$ cat src/sv/etmc_pkg.sv
`timescale 1ns / 1ps
`default_nettype none

package etmc_pkg;

   localparam int unsigned WEIGHT_W = 16;
   localparam int unsigned COST_W   = 18;
   localparam int unsigned SUM_W    = COST_W + 1;
   localparam int unsigned VTX_W    = 2;

   localparam logic [COST_W-1:0] COST_MAX = '1;

   localparam logic ACT_WRITE = 1'b0;
   localparam logic ACT_SOLVE = 1'b1;

   // control for the shared add / compare unit, issued with the weight read
   typedef struct packed {
      logic clear;
      logic vld;
      logic first;
      logic last;
   } acc_ctl_type;

   typedef struct packed {
      logic load;
      logic step;
   } perm_cmd_type;

endpackage

`default_nettype wire

$ cat src/sv/etmc_if.sv
`timescale 1ns / 1ps
`default_nettype none

interface etmc_req_if;
   logic                          valid;
   logic                          ready;
   logic                          action;
   logic [etmc_pkg::VTX_W-1:0]    row;
   logic [etmc_pkg::VTX_W-1:0]    col;
   logic [etmc_pkg::WEIGHT_W-1:0] weight;

   modport source (output valid, output action, output row, output col, output weight,
                   input ready);
   modport sink   (input valid, input action, input row, input col, input weight,
                   output ready);
endinterface

interface etmc_rsp_if;
   logic                        valid;
   logic                        ready;
   logic [etmc_pkg::COST_W-1:0] min_cost;

   modport source (output valid, output min_cost, input ready);
   modport sink   (input valid, input min_cost, output ready);
endinterface

`default_nettype wire

$ cat src/sv/etmc_wmem.sv
`timescale 1ns / 1ps
`default_nettype none

module etmc_wmem #(
   parameter int unsigned DEPTH = 16
) (
   input  wire                              clock,
   input  wire                              wr_en,
   input  wire [$clog2(DEPTH)-1:0]          wr_addr,
   input  wire [etmc_pkg::WEIGHT_W-1:0]     wr_data,
   input  wire [$clog2(DEPTH)-1:0]          rd_addr,
   output logic [etmc_pkg::WEIGHT_W-1:0]    rd_data
);

   logic [etmc_pkg::WEIGHT_W-1:0] weight_mem_ff [DEPTH];
   logic [etmc_pkg::WEIGHT_W-1:0] rd_data_ff;

   always_ff @(posedge clock) begin
      if (wr_en) begin
         weight_mem_ff[wr_addr] <= wr_data;
      end
   end

   always_ff @(posedge clock) begin
      rd_data_ff <= weight_mem_ff[rd_addr];
   end

   assign rd_data = rd_data_ff;

endmodule

`default_nettype wire

$ cat src/sv/etmc_perm.sv
`timescale 1ns / 1ps
`default_nettype none

// Swap-based permutation walk over the non-start vertices: one swap per step.
module etmc_perm #(
   parameter int unsigned NUM_VERTICES = 4
) (
   input  wire                                           clock,
   input  wire                                           reset,
   input  etmc_pkg::perm_cmd_type                        cmd,
   input  wire [$clog2(NUM_VERTICES)-1:0]                start_vtx,
   output logic [NUM_VERTICES-2:0][$clog2(NUM_VERTICES)-1:0] order,
   output logic                                          has_next
);

   localparam int unsigned VW = $clog2(NUM_VERTICES);
   localparam int unsigned M  = NUM_VERTICES - 1;
   localparam int unsigned CW = $clog2(M);

   logic [M-1:0][VW-1:0] order_ff, order_in, order_ld, order_sw;
   logic [M-1:1][CW-1:0] cnt_ff, cnt_in, cnt_step;
   logic [CW-1:0]        pick;
   logic [CW-1:0]        sel_cnt;
   logic [CW-1:0]        sw_a;
   logic [VW-1:0]        val_a, val_b;

   always_comb begin
      has_next = 1'b0;
      pick     = '0;
      // lowest level whose counter has not run out
      for (int i = M - 1; i >= 1; i--) begin
         if (cnt_ff[i] < CW'(i)) begin
            has_next = 1'b1;
            pick     = CW'(i);
         end
      end

      sel_cnt = '0;
      for (int i = 1; i < M; i++) begin
         if (CW'(i) == pick) begin
            sel_cnt = cnt_ff[i];
         end
      end
      // even level swaps with lane zero, odd level with the lane its counter names
      sw_a = pick[0] ? sel_cnt : '0;

      val_a = order_ff[0];
      val_b = order_ff[0];
      for (int j = 0; j < M; j++) begin
         if (CW'(j) == sw_a) begin
            val_a = order_ff[j];
         end
         if (CW'(j) == pick) begin
            val_b = order_ff[j];
         end
      end

      for (int j = 0; j < M; j++) begin
         if (CW'(j) == sw_a) begin
            order_sw[j] = val_b;
         end else if (CW'(j) == pick) begin
            order_sw[j] = val_a;
         end else begin
            order_sw[j] = order_ff[j];
         end
         order_ld[j] = (VW'(j) < start_vtx) ? VW'(j) : VW'(j + 1);
      end

      for (int i = 1; i < M; i++) begin
         if (CW'(i) < pick) begin
            cnt_step[i] = '0;
         end else if (CW'(i) == pick) begin
            cnt_step[i] = cnt_ff[i] + 1'b1;
         end else begin
            cnt_step[i] = cnt_ff[i];
         end
      end

      order_in = order_ff;
      cnt_in   = cnt_ff;
      if (cmd.load) begin
         order_in = order_ld;
         cnt_in   = '0;
      end else if (cmd.step && has_next) begin
         order_in = order_sw;
         cnt_in   = cnt_step;
      end
   end

   always_ff @(posedge clock) begin
      if (reset) begin
         for (int j = 0; j < M; j++) begin
            order_ff[j] <= VW'(j + 1);
         end
         cnt_ff <= '0;
      end else begin
         order_ff <= order_in;
         cnt_ff   <= cnt_in;
      end
   end

   assign order = order_ff;

   a_step_has_next: assert property (@(posedge clock) disable iff (reset)
      cmd.step |-> has_next)
      else $error("permutation step past the last permutation");

   a_load_clears: assert property (@(posedge clock) disable iff (reset)
      cmd.load |=> (cnt_ff == '0) && has_next)
      else $error("permutation counters not cleared by load");

   a_cmd_excl: assert property (@(posedge clock) disable iff (reset)
      !(cmd.load && cmd.step))
      else $error("permutation load and step together");

endmodule

`default_nettype wire

$ cat src/sv/etmc_accum.sv
`timescale 1ns / 1ps
`default_nettype none

// Shared saturating adder and min compare; control is aligned to read data here.
module etmc_accum (
   input  wire                              clock,
   input  wire                              reset,
   input  etmc_pkg::acc_ctl_type            ctl,
   input  wire [etmc_pkg::WEIGHT_W-1:0]     rd_data,
   output logic [etmc_pkg::COST_W-1:0]      best
);

   etmc_pkg::acc_ctl_type          ctl_ff;
   logic [etmc_pkg::COST_W-1:0]    sum_ff, sum_in;
   logic [etmc_pkg::COST_W-1:0]    best_ff, best_in;
   logic [etmc_pkg::COST_W-1:0]    base;
   logic [etmc_pkg::SUM_W-1:0]     sum_ext;
   logic [etmc_pkg::COST_W-1:0]    sat;

   always_comb begin
      base    = ctl_ff.first ? '0 : sum_ff;
      sum_ext = {1'b0, base} + etmc_pkg::SUM_W'(rd_data);
      sat     = sum_ext[etmc_pkg::COST_W] ? etmc_pkg::COST_MAX
                                          : sum_ext[etmc_pkg::COST_W-1:0];
      sum_in  = ctl_ff.vld ? sat : sum_ff;

      best_in = best_ff;
      if (ctl.clear) begin
         best_in = etmc_pkg::COST_MAX;
      end else if (ctl_ff.vld && ctl_ff.last && (sat < best_ff)) begin
         best_in = sat;
      end
   end

   always_ff @(posedge clock) begin
      if (reset) begin
         ctl_ff  <= '0;
         sum_ff  <= '0;
         best_ff <= etmc_pkg::COST_MAX;
      end else begin
         ctl_ff  <= ctl;
         sum_ff  <= sum_in;
         best_ff <= best_in;
      end
   end

   assign best = best_ff;

   a_best_monotone: assert property (@(posedge clock) disable iff (reset)
      !ctl.clear |=> best_ff <= $past(best_ff))
      else $error("best cost rose within a solve");

   a_clear_best: assert property (@(posedge clock) disable iff (reset)
      ctl.clear |=> best_ff == etmc_pkg::COST_MAX)
      else $error("best cost not reset at solve start");

   a_tour_bound: assert property (@(posedge clock) disable iff (reset)
      (ctl_ff.vld && ctl_ff.last && !ctl.clear) |=> best_ff <= sum_ff)
      else $error("finished tour below kept minimum");

endmodule

`default_nettype wire

$ cat src/sv/exhaustive_tour_min_cost.sv
`timescale 1ns / 1ps
`default_nettype none

// Channel   Dir  Payload                          Accepted when
// req_ch    in   action, row, col, weight         valid && ready
// rsp_ch    out  min_cost                         valid && ready
// csr_*     in   csr_wdata (start vertex)         csr_we at clock edge
//
// A solve folds NUM_VERTICES * (NUM_VERTICES-1)! edges through the single adder/compare
// unit, one per cycle (24 at four vertices), then folds the last edge in DRAIN and
// loads the result in FINISH. Permutations advance by one swap per tour.
// req_ch is not ready during a solve; a solve whose previous result still waits holds.
// Reset is synchronous; the weight matrix is not cleared and must be written first.
module exhaustive_tour_min_cost #(
   parameter int unsigned NUM_VERTICES = 4
) (
   input  wire                          clock,
   input  wire                          reset,
   etmc_req_if.sink                     req_ch,
   etmc_rsp_if.source                   rsp_ch,
   input  wire                          csr_we,
   input  wire [etmc_pkg::VTX_W-1:0]    csr_wdata
);

   localparam int unsigned VW    = $clog2(NUM_VERTICES);
   localparam int unsigned SW    = VW + 1;
   localparam int unsigned M     = NUM_VERTICES - 1;
   localparam int unsigned DEPTH = NUM_VERTICES * NUM_VERTICES;
   localparam int unsigned AW    = $clog2(DEPTH);
   localparam logic [VW-1:0] EDGE_LAST = VW'(NUM_VERTICES - 1);

   typedef enum logic [3:0] {
      ST_IDLE   = 4'b0001,
      ST_RUN    = 4'b0010,
      ST_DRAIN  = 4'b0100,
      ST_FINISH = 4'b1000
   } state_type;

   state_type                       state_ff, state_in;
   logic [VW-1:0]                   edge_ff, edge_in;
   logic [VW-1:0]                   start_ff, start_in;
   logic [etmc_pkg::VTX_W-1:0]      csr_start_ff;
   logic                            rsp_valid_ff, rsp_valid_in;
   logic [etmc_pkg::COST_W-1:0]     rsp_cost_ff, rsp_cost_in;

   logic                            req_acc;
   logic [SW-1:0]                   start_ext, start_wrap;
   logic [VW-1:0]                   eff_start;
   logic                            row_ok, col_ok;
   logic                            wr_en;
   logic [AW-1:0]                   wr_addr, rd_addr;
   logic [VW-1:0]                   from_vtx, to_vtx;
   logic [M-1:0][VW-1:0]            order;
   logic                            has_next;
   etmc_pkg::perm_cmd_type          perm_cmd;
   etmc_pkg::acc_ctl_type           acc_ctl;
   logic [etmc_pkg::WEIGHT_W-1:0]   rd_data;
   logic [etmc_pkg::COST_W-1:0]     best;

   always_ff @(posedge clock) begin
      if (reset) begin
         csr_start_ff <= '0;
      end else if (csr_we) begin
         csr_start_ff <= csr_wdata;
      end
   end

   // start vertex taken modulo the vertex count; it is below twice the count
   assign start_ext  = SW'(csr_start_ff);
   assign start_wrap = (start_ext >= SW'(NUM_VERTICES)) ? start_ext - SW'(NUM_VERTICES)
                                                        : start_ext;
   assign eff_start  = start_wrap[VW-1:0];

   assign req_ch.ready = (state_ff == ST_IDLE);
   assign req_acc      = req_ch.valid && req_ch.ready;

   assign row_ok  = SW'(req_ch.row) < SW'(NUM_VERTICES);
   assign col_ok  = SW'(req_ch.col) < SW'(NUM_VERTICES);
   assign wr_en   = req_acc && (req_ch.action == etmc_pkg::ACT_WRITE) && row_ok && col_ok;
   assign wr_addr = AW'(int'(req_ch.row) * NUM_VERTICES + int'(req_ch.col));

   // edge k of a tour runs from lane k-1 (or start) to lane k (or start)
   always_comb begin
      from_vtx = start_ff;
      to_vtx   = start_ff;
      for (int j = 0; j < M; j++) begin
         if (edge_ff == VW'(j + 1)) begin
            from_vtx = order[j];
         end
         if (edge_ff == VW'(j)) begin
            to_vtx = order[j];
         end
      end
   end

   assign rd_addr = AW'(int'(from_vtx) * NUM_VERTICES + int'(to_vtx));

   always_comb begin
      state_in      = state_ff;
      edge_in       = edge_ff;
      start_in      = start_ff;
      rsp_valid_in  = rsp_valid_ff && !rsp_ch.ready;
      rsp_cost_in   = rsp_cost_ff;
      perm_cmd      = '0;
      acc_ctl       = '0;

      unique case (state_ff)
         ST_IDLE: begin
            if (req_acc && (req_ch.action == etmc_pkg::ACT_SOLVE)) begin
               state_in      = ST_RUN;
               start_in      = eff_start;
               edge_in       = '0;
               perm_cmd.load = 1'b1;
               acc_ctl.clear = 1'b1;
            end
         end
         ST_RUN: begin
            acc_ctl.vld   = 1'b1;
            acc_ctl.first = (edge_ff == '0);
            acc_ctl.last  = (edge_ff == EDGE_LAST);
            if (edge_ff == EDGE_LAST) begin
               edge_in = '0;
               if (has_next) begin
                  perm_cmd.step = 1'b1;
               end else begin
                  state_in = ST_DRAIN;
               end
            end else begin
               edge_in = edge_ff + 1'b1;
            end
         end
         ST_DRAIN: begin
            // last edge is being folded in
            state_in = ST_FINISH;
         end
         ST_FINISH: begin
            // wait here while the previous item still sits on rsp_ch
            if (!rsp_valid_ff || rsp_ch.ready) begin
               state_in     = ST_IDLE;
               rsp_valid_in = 1'b1;
               rsp_cost_in  = best;
            end
         end
         default: begin
            state_in = ST_IDLE;
         end
      endcase
   end

   always_ff @(posedge clock) begin
      if (reset) begin
         state_ff     <= ST_IDLE;
         edge_ff      <= '0;
         start_ff     <= '0;
         rsp_valid_ff <= 1'b0;
      end else begin
         state_ff     <= state_in;
         edge_ff      <= edge_in;
         start_ff     <= start_in;
         rsp_valid_ff <= rsp_valid_in;
      end
   end

   always_ff @(posedge clock) begin
      rsp_cost_ff <= rsp_cost_in;
   end

   assign rsp_ch.valid    = rsp_valid_ff;
   assign rsp_ch.min_cost = rsp_cost_ff;

   etmc_wmem #(
      .DEPTH (DEPTH)
   ) u_wmem (
      .clock   (clock),
      .wr_en   (wr_en),
      .wr_addr (wr_addr),
      .wr_data (req_ch.weight),
      .rd_addr (rd_addr),
      .rd_data (rd_data)
   );

   etmc_perm #(
      .NUM_VERTICES (NUM_VERTICES)
   ) u_perm (
      .clock     (clock),
      .reset     (reset),
      .cmd       (perm_cmd),
      .start_vtx (eff_start),
      .order     (order),
      .has_next  (has_next)
   );

   etmc_accum u_accum (
      .clock   (clock),
      .reset   (reset),
      .ctl     (acc_ctl),
      .rd_data (rd_data),
      .best    (best)
   );

   a_rsp_from_finish: assert property (@(posedge clock) disable iff (reset)
      $rose(rsp_valid_ff) |-> $past(state_ff) == ST_FINISH)
      else $error("item raised outside solve completion");

   a_run_to_drain: assert property (@(posedge clock) disable iff (reset)
      (state_ff == ST_RUN && edge_ff == EDGE_LAST && !has_next) |=> state_ff == ST_DRAIN)
      else $error("solve did not end after last permutation");

   a_edge_range: assert property (@(posedge clock) disable iff (reset)
      state_ff == ST_RUN |-> edge_ff <= EDGE_LAST)
      else $error("edge counter out of range");

endmodule

`default_nettype wire

$ cat src/flat_wrapper.sv
// flat-port wrapper written by rule: the top's interface ports become plain ports
module exhaustive_tour_min_cost_flat 
#(
   parameter int unsigned NUM_VERTICES = 4
)
  (clock, reset, csr_we, csr_wdata, req_ch_valid, req_ch_action, req_ch_row, req_ch_col, req_ch_weight, req_ch_ready, rsp_ch_valid, rsp_ch_min_cost, rsp_ch_ready);
  etmc_req_if req_ch_i ();
  etmc_rsp_if rsp_ch_i ();
  input  wire clock;
  input  wire reset;
  input  wire csr_we;
  input  wire [etmc_pkg::VTX_W-1:0] csr_wdata;
  input wire logic [$bits(req_ch_i.valid)-1:0] req_ch_valid;
  input wire logic [$bits(req_ch_i.action)-1:0] req_ch_action;
  input wire logic [$bits(req_ch_i.row)-1:0] req_ch_row;
  input wire logic [$bits(req_ch_i.col)-1:0] req_ch_col;
  input wire logic [$bits(req_ch_i.weight)-1:0] req_ch_weight;
  output wire logic [$bits(req_ch_i.ready)-1:0] req_ch_ready;
  output wire logic [$bits(rsp_ch_i.valid)-1:0] rsp_ch_valid;
  output wire logic [$bits(rsp_ch_i.min_cost)-1:0] rsp_ch_min_cost;
  input wire logic [$bits(rsp_ch_i.ready)-1:0] rsp_ch_ready;
  assign req_ch_i.valid = req_ch_valid;
  assign req_ch_i.action = req_ch_action;
  assign req_ch_i.row = req_ch_row;
  assign req_ch_i.col = req_ch_col;
  assign req_ch_i.weight = req_ch_weight;
  assign req_ch_ready = req_ch_i.ready;
  assign rsp_ch_valid = rsp_ch_i.valid;
  assign rsp_ch_min_cost = rsp_ch_i.min_cost;
  assign rsp_ch_i.ready = rsp_ch_ready;
  exhaustive_tour_min_cost #(.NUM_VERTICES(NUM_VERTICES)) u_core (.clock(clock), .reset(reset), .req_ch(req_ch_i), .rsp_ch(rsp_ch_i), .csr_we(csr_we), .csr_wdata(csr_wdata));
endmodule
$ cat config.mk
export PLATFORM = sky130hd
export DESIGN_NAME = exhaustive_tour_min_cost_flat
export DESIGN_NICKNAME = d
export VERILOG_FILES = /design/src/sv/etmc_pkg.sv /design/src/sv/etmc_if.sv /design/src/sv/etmc_wmem.sv /design/src/sv/etmc_perm.sv /design/src/sv/etmc_accum.sv /design/src/sv/exhaustive_tour_min_cost.sv /design/src/flat_wrapper.sv
export SDC_FILE = /design/constraint.sdc
export NUM_CORES = 1
export LEC_CHECK = 0
export BUFFER_PORTS_ARGS = -buffer_cell sky130_fd_sc_hd__buf_2
export CAP_MARGIN = 10
export CORE_AREA = 2 2 175 177
export CTS_CLUSTER_SIZE = 30
export DETAILED_ROUTE_END_ITERATION = 7
export DIE_AREA = 0 0 177 179
export MAX_ROUTING_LAYER = met4
export PLACE_DENSITY = 0.67
export REMOVE_ABC_BUFFERS = 1
export SYNTH_ARGS = -nofsm -noshare
export SYNTH_HDL_FRONTEND = slang
export SYNTH_SLANG_ARGS = --single-unit
$ cat constraint.sdc
create_clock -name clock -period 8.1 [get_ports clock]
set_clock_uncertainty 0.15 [all_clocks]
set_input_delay 1.62 -clock clock [delete_from_list [all_inputs] [get_ports clock]]
set_output_delay 1.62 -clock clock [all_outputs]
set_load 0.05 [all_outputs]
### Word level (Yosys, flattened, before mapping)

Memories as Yosys holds them, arrays and structs flattened. A register that Yosys moved wholly into a read port is not among the register bits.
Cells that the tools add are included.

* memory bits (writable): 256
* memories: 1
* input bits: 28
* output and inout bits: 20
* register bits after elaboration: 78

* equal/unequal tests: 15
* bitwise gates (word level): 2
* reductions and logical operators: 31
* $add $sub $neg: 7
* magnitude comparators: 9
* muxes and demuxes: 53

Memories
* u_core.u_wmem.weight_mem_ff: depth 16, width 16, read ports 1, clocked after memory_dff 1, wr ports 1, line etmc_wmem.sv:15 `logic [etmc_pkg::WEIGHT_W-1:0] weight_mem_ff [DEPTH];`

Operators by type and width (count)
* 2-bit two-way mux: 29
* 18-bit two-way mux: 2
* 18-bit by 16-bit adder with 19-bit output: 1
* 18-bit < comparator: 1
* 4-bit two-way mux: 4
* 4-bit case mux with 4 select lines: 1
* 2-bit AND reduction: 8
* 1-bit two-way mux: 13
* 6-bit two-way mux: 2
* 3-bit nonzero test: 3
* 4-bit by 2-bit adder with 4-bit output: 2
* 2-bit nonzero test: 4
* 1-bit logical AND: 7
* 2-bit by 1-bit adder with 2-bit output (second input constant): 3
* 2-bit logical NOT: 3
* 1-bit by 2-bit < comparator with 1-bit output (first input constant): 3
* 1-bit by 2-bit equality test with 1-bit output (first input constant): 2
* 2-bit equality test (first input constant): 2
* 2-bit equality test (second input constant): 2
* 4-bit by 1-bit equality test with 1-bit output (second input constant): 1
* 4-bit by 2-bit equality test with 1-bit output (second input constant): 1
* 4-bit by 3-bit equality test with 1-bit output (second input constant): 1
* 4-bit equality test (second input constant): 1
* 2-bit < comparator (first input constant): 2
* other kinds (14): 19

### Depth between registers and ports, before layout

* depth after elaboration: 14
* depth in mapped cells: 21
* mapped depth without buffers: 18

### Modules after synthesis

A second synthesis with hierarchy kept.

* cells, all modules: 974
* area, all modules: 14914.3 um^2

Modules (own cells, without submodules)
* etmc_wmem: area each 10043.4 um^2, cells each 432, times used 1, sequential area each 8007.7 um^2
* etmc_accum: area each 2971.6 um^2, cells each 361, times used 1, sequential area each 780.7 um^2
* exhaustive_tour_min_cost: area each 1228.7 um^2, cells each 99, times used 1, sequential area each 760.7 um^2
* etmc_perm: area each 670.6 um^2, cells each 82, times used 1, sequential area each 200.2 um^2

### Worst setup path before layout

No wires, ideal clock.

* path kind: flip-flop to flip-flop
* start point: register u_core.u_accum.ctl_ff[1] (netlist bit)
* end point: register u_core.u_accum.best_ff (netlist bit u_core.u_accum.best[10])
* buffers on the path: 2
* cell stages (with the launch flop): 21
* arrival time: 4513 ps
* library setup time: 120 ps
* period minus slack after synthesis: 4782 ps
* path slack: 3318 ps
* cell sequence: dfxtp_1 clkbuf_1 nor2b_1 ha_1 fa_1 a211oi_1 nor4_1 or2_1 o21ai_2 buf_4 nand2_2 o21ba_2 inv_1 ha_1 nand2_1 nor4_1 a221oi_1 a31oi_1 nor3_1 nand2_2 a211o_1

* longest elaborated chain between the ends: 5

RTL lines
* start: declaration: line etmc_accum.sv:13 `etmc_pkg::acc_ctl_type ctl_ff;`
* start signal: assignment: line etmc_accum.sv:41 `ctl_ff <= ctl;`
* 18-bit two-way mux: line etmc_accum.sv:21 `base = ctl_ff.first ? '0 : sum_ff;`
* 18-bit by 16-bit adder with 19-bit output: line etmc_accum.sv:22 `sum_ext = {1'b0, base} + etmc_pkg::SUM_W'(rd_data);`
* 18-bit two-way mux: line etmc_accum.sv:23 `sat = sum_ext[etmc_pkg::COST_W] ? etmc_pkg::COST_MAX`
* via u_core.u_accum.sat, one bit: line etmc_accum.sv:18 `logic [etmc_pkg::COST_W-1:0] sat;`
* 18-bit < comparator: line etmc_accum.sv:30 `end else if (ctl_ff.vld && ctl_ff.last && (sat < best_ff)) begin`
* 1-bit logical AND: line etmc_accum.sv:30
* end signal: assignment: line etmc_accum.sv:39 `best_ff <= etmc_pkg::COST_MAX;`
* end signal: assignment: line etmc_accum.sv:43 `best_ff <= best_in;`
* end: declaration: line etmc_accum.sv:15 `logic [etmc_pkg::COST_W-1:0] best_ff, best_in;`

The timed path passes the listed nets, and every way through them passes these cells.
A chain may end at the register's enable or synchronous reset.

### Worst setup path after layout

Ends and elaborated chain as after synthesis.

==> impl_metrics.ini <==
[run_status]
status = finished clean

[power]
pwr-share-seq_pct = 49.4
leakagePower_nw = 6.18
pwr-share-clk_pct = 45.9
ir_worst_vdd_mv = 0.196
p_int_mw = 3.16
finalPower_mw = 3.97
switching_share_pct = 20.5
pwr-share-comb_pct = 4.8
power.density_nw_per_um2 = 236
p_switching_mw = 0.815

[logic_synthesis]
avgSynthCellArea_um2 = 14.8
netlist_area_um2 = 14700
synth-main-ff-cell = edfxtp_1
synth_edf_count = 274
ys_ff_latch = 350
postSynth.asyncResetShare_pct = 0
yosys_warnings = 0
ys_seq_area_share_pct = 66.3
syn_inst = 993
synthDistinctLibCells = 62

[placed_design]
placed_cells = 1418
io_buffers = 47
routabilityCongestion = 0.883
dpl.hpwl_um = 18700

[timing]
clock.fmax_mhz = 171
fin_setup_tns_ns = 0
timing.final.max_slew_violations = 0
rsz0062_at_grt = false
finalHoldViolCount = 0
fin_crit_ns = 5.85
whs_ns = 0.307
finalSetupViolations = 0
tightest_slew_ns = 1.04
slew_headroom_pct = 30.2
period_share_pct = 72.3

[finish]
drive_gt1_share_pct = 21.1
syn_to_final_growth_pct = 14.7
nets = 1129
final_common_cell = edfxtp_1
fin_cells = 1489
fin_util_pct = 56.2
layout_common_cells = edfxtp_1 (274), dfxtp_1 (76), nor2_1 (69)

[worst_setup_path]
cp_max_fo = 19
startpoint_type = register
critical_path_class = reg -> reg
worstPathArrival_ns = 6.11
required_ns = 8.35
end_kind = register

[global_routing]
grt_pass1_wl_um = 48700
antenna_found_initial = 2
grt_max_degree = 65
overflow = 0
grt_usage_pct = 20.9
first_global_vias = 8457

[cts]
cts-resized-gates = 0
cts_tree = yes
ctsHoldBuffers = 0
post-cts-setup-buffer-count = 0
cts-root-buf = clkbuf_16
clock_latency_ns = 0.53
htree_levels = 2
cts.sinks = 350
clock_path_buffers = 3
numCtsBuffers = 37
clk_pin_slew_ns = 0.06

[floorplanning]
num_rows = 64
ioPinCount = 48
die_area_um2 = 31700
die_h_um = 179
core-area_um2 = 30000
chipWidth_um = 177
start_util_pct = 49.0

[route]
routedWlPerCell_um = 21.0
vias = 8521
ant_nets = 0
routed_wl_um = 31200
drt_iter0_markers = 629
dr.pass1.iters = 5
drc = 0
avgViaCountPerCell = 5.72

[worst_hold_path]
hold_class = reg -> reg

[flow_run]
max_cap_violations = 0
routing by layer:
layer / vias up / wire length [um] / GRT usage, %
met5: - / 0 / -
met4: 0 / 586 / 5.06
met3: 43 / 1700 / 3.20
met2: 231 / 15500 / 34.3
met1: 4253 / 13500 / 27.8
li1: 3994 / - / -
cells in the mapped netlist, types with 4 or more instances:
master    count  area share, %
edfxtp_1    274             56
or3_1         5           0.21
a311oi_1      8           0.48
xor2_1        5           0.30
xnor2_1       6           0.36
nor4_1        4           0.17
nand4_1       6           0.26
ha_1         38            3.2
clkbuf_1     24           0.61
nand2b_1      6           0.26
a21o_1       10           0.51
nor3_1       13           0.44
and2_1        4           0.17
a31oi_1       6           0.26
nand3_1      28           0.95
a22oi_1      36            1.8
mux4_2       64            9.8
o211ai_1     13           0.66
dfxtp_1      76             10
o21ai_0      31            1.1
nor2b_1      26            1.1
a21oi_1      36            1.2
nand2_1      63            1.6
mux2i_1      11           0.75
a211oi_1     15           0.77
buf_2        15           0.51
and3_1        6           0.26
nor2_1       81            2.1
inv_1        38           0.97
flip-flops by register name, indices dropped and copies added, names as in the netlist, 2 cells and up:
| register | flops |
|---|---|
| u_core.u_accum.sum_ff | 18 |
| u_core.u_wmem.rd_data | 16 |
| u_core.u_wmem.weight_mem_ff | 256 |
| u_core.start_ff | 2 |
| u_core.csr_start_ff | 2 |
| u_core.u_accum.ctl_ff | 3 |
| u_core.state_ff | 4 |
| u_core.u_perm.cnt_ff | 4 |
| u_core.u_accum.best | 18 |
| u_core.u_perm.order | 6 |
| u_core.edge_ff | 2 |
| u_core.rsp_ch.min_cost | 18 |
cell type report:
cell class                 count  area, um^2
antenna                        2        5.00
tap                          396         495
inverter                      38         143
multi-input combinational    563        4690
clock inverter                24         362
fill                        2368       13200
sequential                   350        9750
timing repair buffer          72         435
clock buffer                  44         982
final timing paths:
path / start / endpoint / slack (ns) / cells after the start
worst max-delay path: u_core.u_accum.ctl_ff[1]$_SDFF_PP0_ / u_core.u_accum.best[10]$_SDFFE_PP1P_ / 2.25 / 18
worst min-delay path: u_core.u_accum.best[6]$_SDFFE_PP1P_ / u_core.rsp_ch.min_cost[6]$_DFFE_PP_ / 0.31 / 0
worst max register to register: u_core.u_accum.ctl_ff[1]$_SDFF_PP0_ / u_core.u_accum.best[10]$_SDFFE_PP1P_ / 2.25 / 18
worst min register to register: u_core.u_accum.best[6]$_SDFFE_PP1P_ / u_core.rsp_ch.min_cost[6]$_DFFE_PP_ / 0.31 / 0
per-stage QoR:
| stage | area (um^2) | setup WS, ns |
|---|---|---|
| 3_5_place_dp | 15500 | 2.32 |
| 2_1_floorplan | 14500 | 0.386 |
| 5_1_grt | 16900 | 1.72 |
| 6_report | 16900 | 2.25 |
| 4_1_cts | 16800 | 2.29 |
| 3_3_place_gp | 15500 | 2.51 |
logic make-up (layout without fill, tap and decap cells):
family	Yosys count	after routing	share of synthesized area [%]
and+or+nand+nor	258	258	8.44
xor gates and xnor gates	11	11	0.655
other	0	2	0
DFF	350	350	66.3
AOI/OAI and AO/OA	180	180	8.40
muxes	75	75	10.5
buffers and inverters	80	178	2.30
adders and majority gates	39	39	3.37
worst max-delay path: stages, from the launching register on:
cell,delay (ns)
dfxtp_1,0.75
nor2b_1,0.13
ha_1,0.26
fa_1,0.43
a211oi_1,0.32
nor4_1,0.14
or2_1,0.27
o21ai_2,0.47
nand2_2,0.28
a21oi_1,0.31
inv_1,0.07
ha_1,0.31
nand4_1,0.11
nor4_1,0.06
a221oi_1,0.25
a31oi_1,0.15
nor3_1,0.57
nand2_2,0.34
a211o_1,0.36
power groups by stage:
stage | Clock, mW | Combinational [mW] | Sequential [mW]
2_1_floorplan | 0 | 0.130 | 2.00
3_3_place_gp | 0 | 0.186 | 2.00
3_5_place_dp | 0 | 0.188 | 2.00
4_1_cts | 1.86 | 0.189 | 1.96
5_1_grt | 1.92 | 0.209 | 1.96
6_report | 1.82 | 0.189 | 1.96
(Power assumes the default switching activity.)
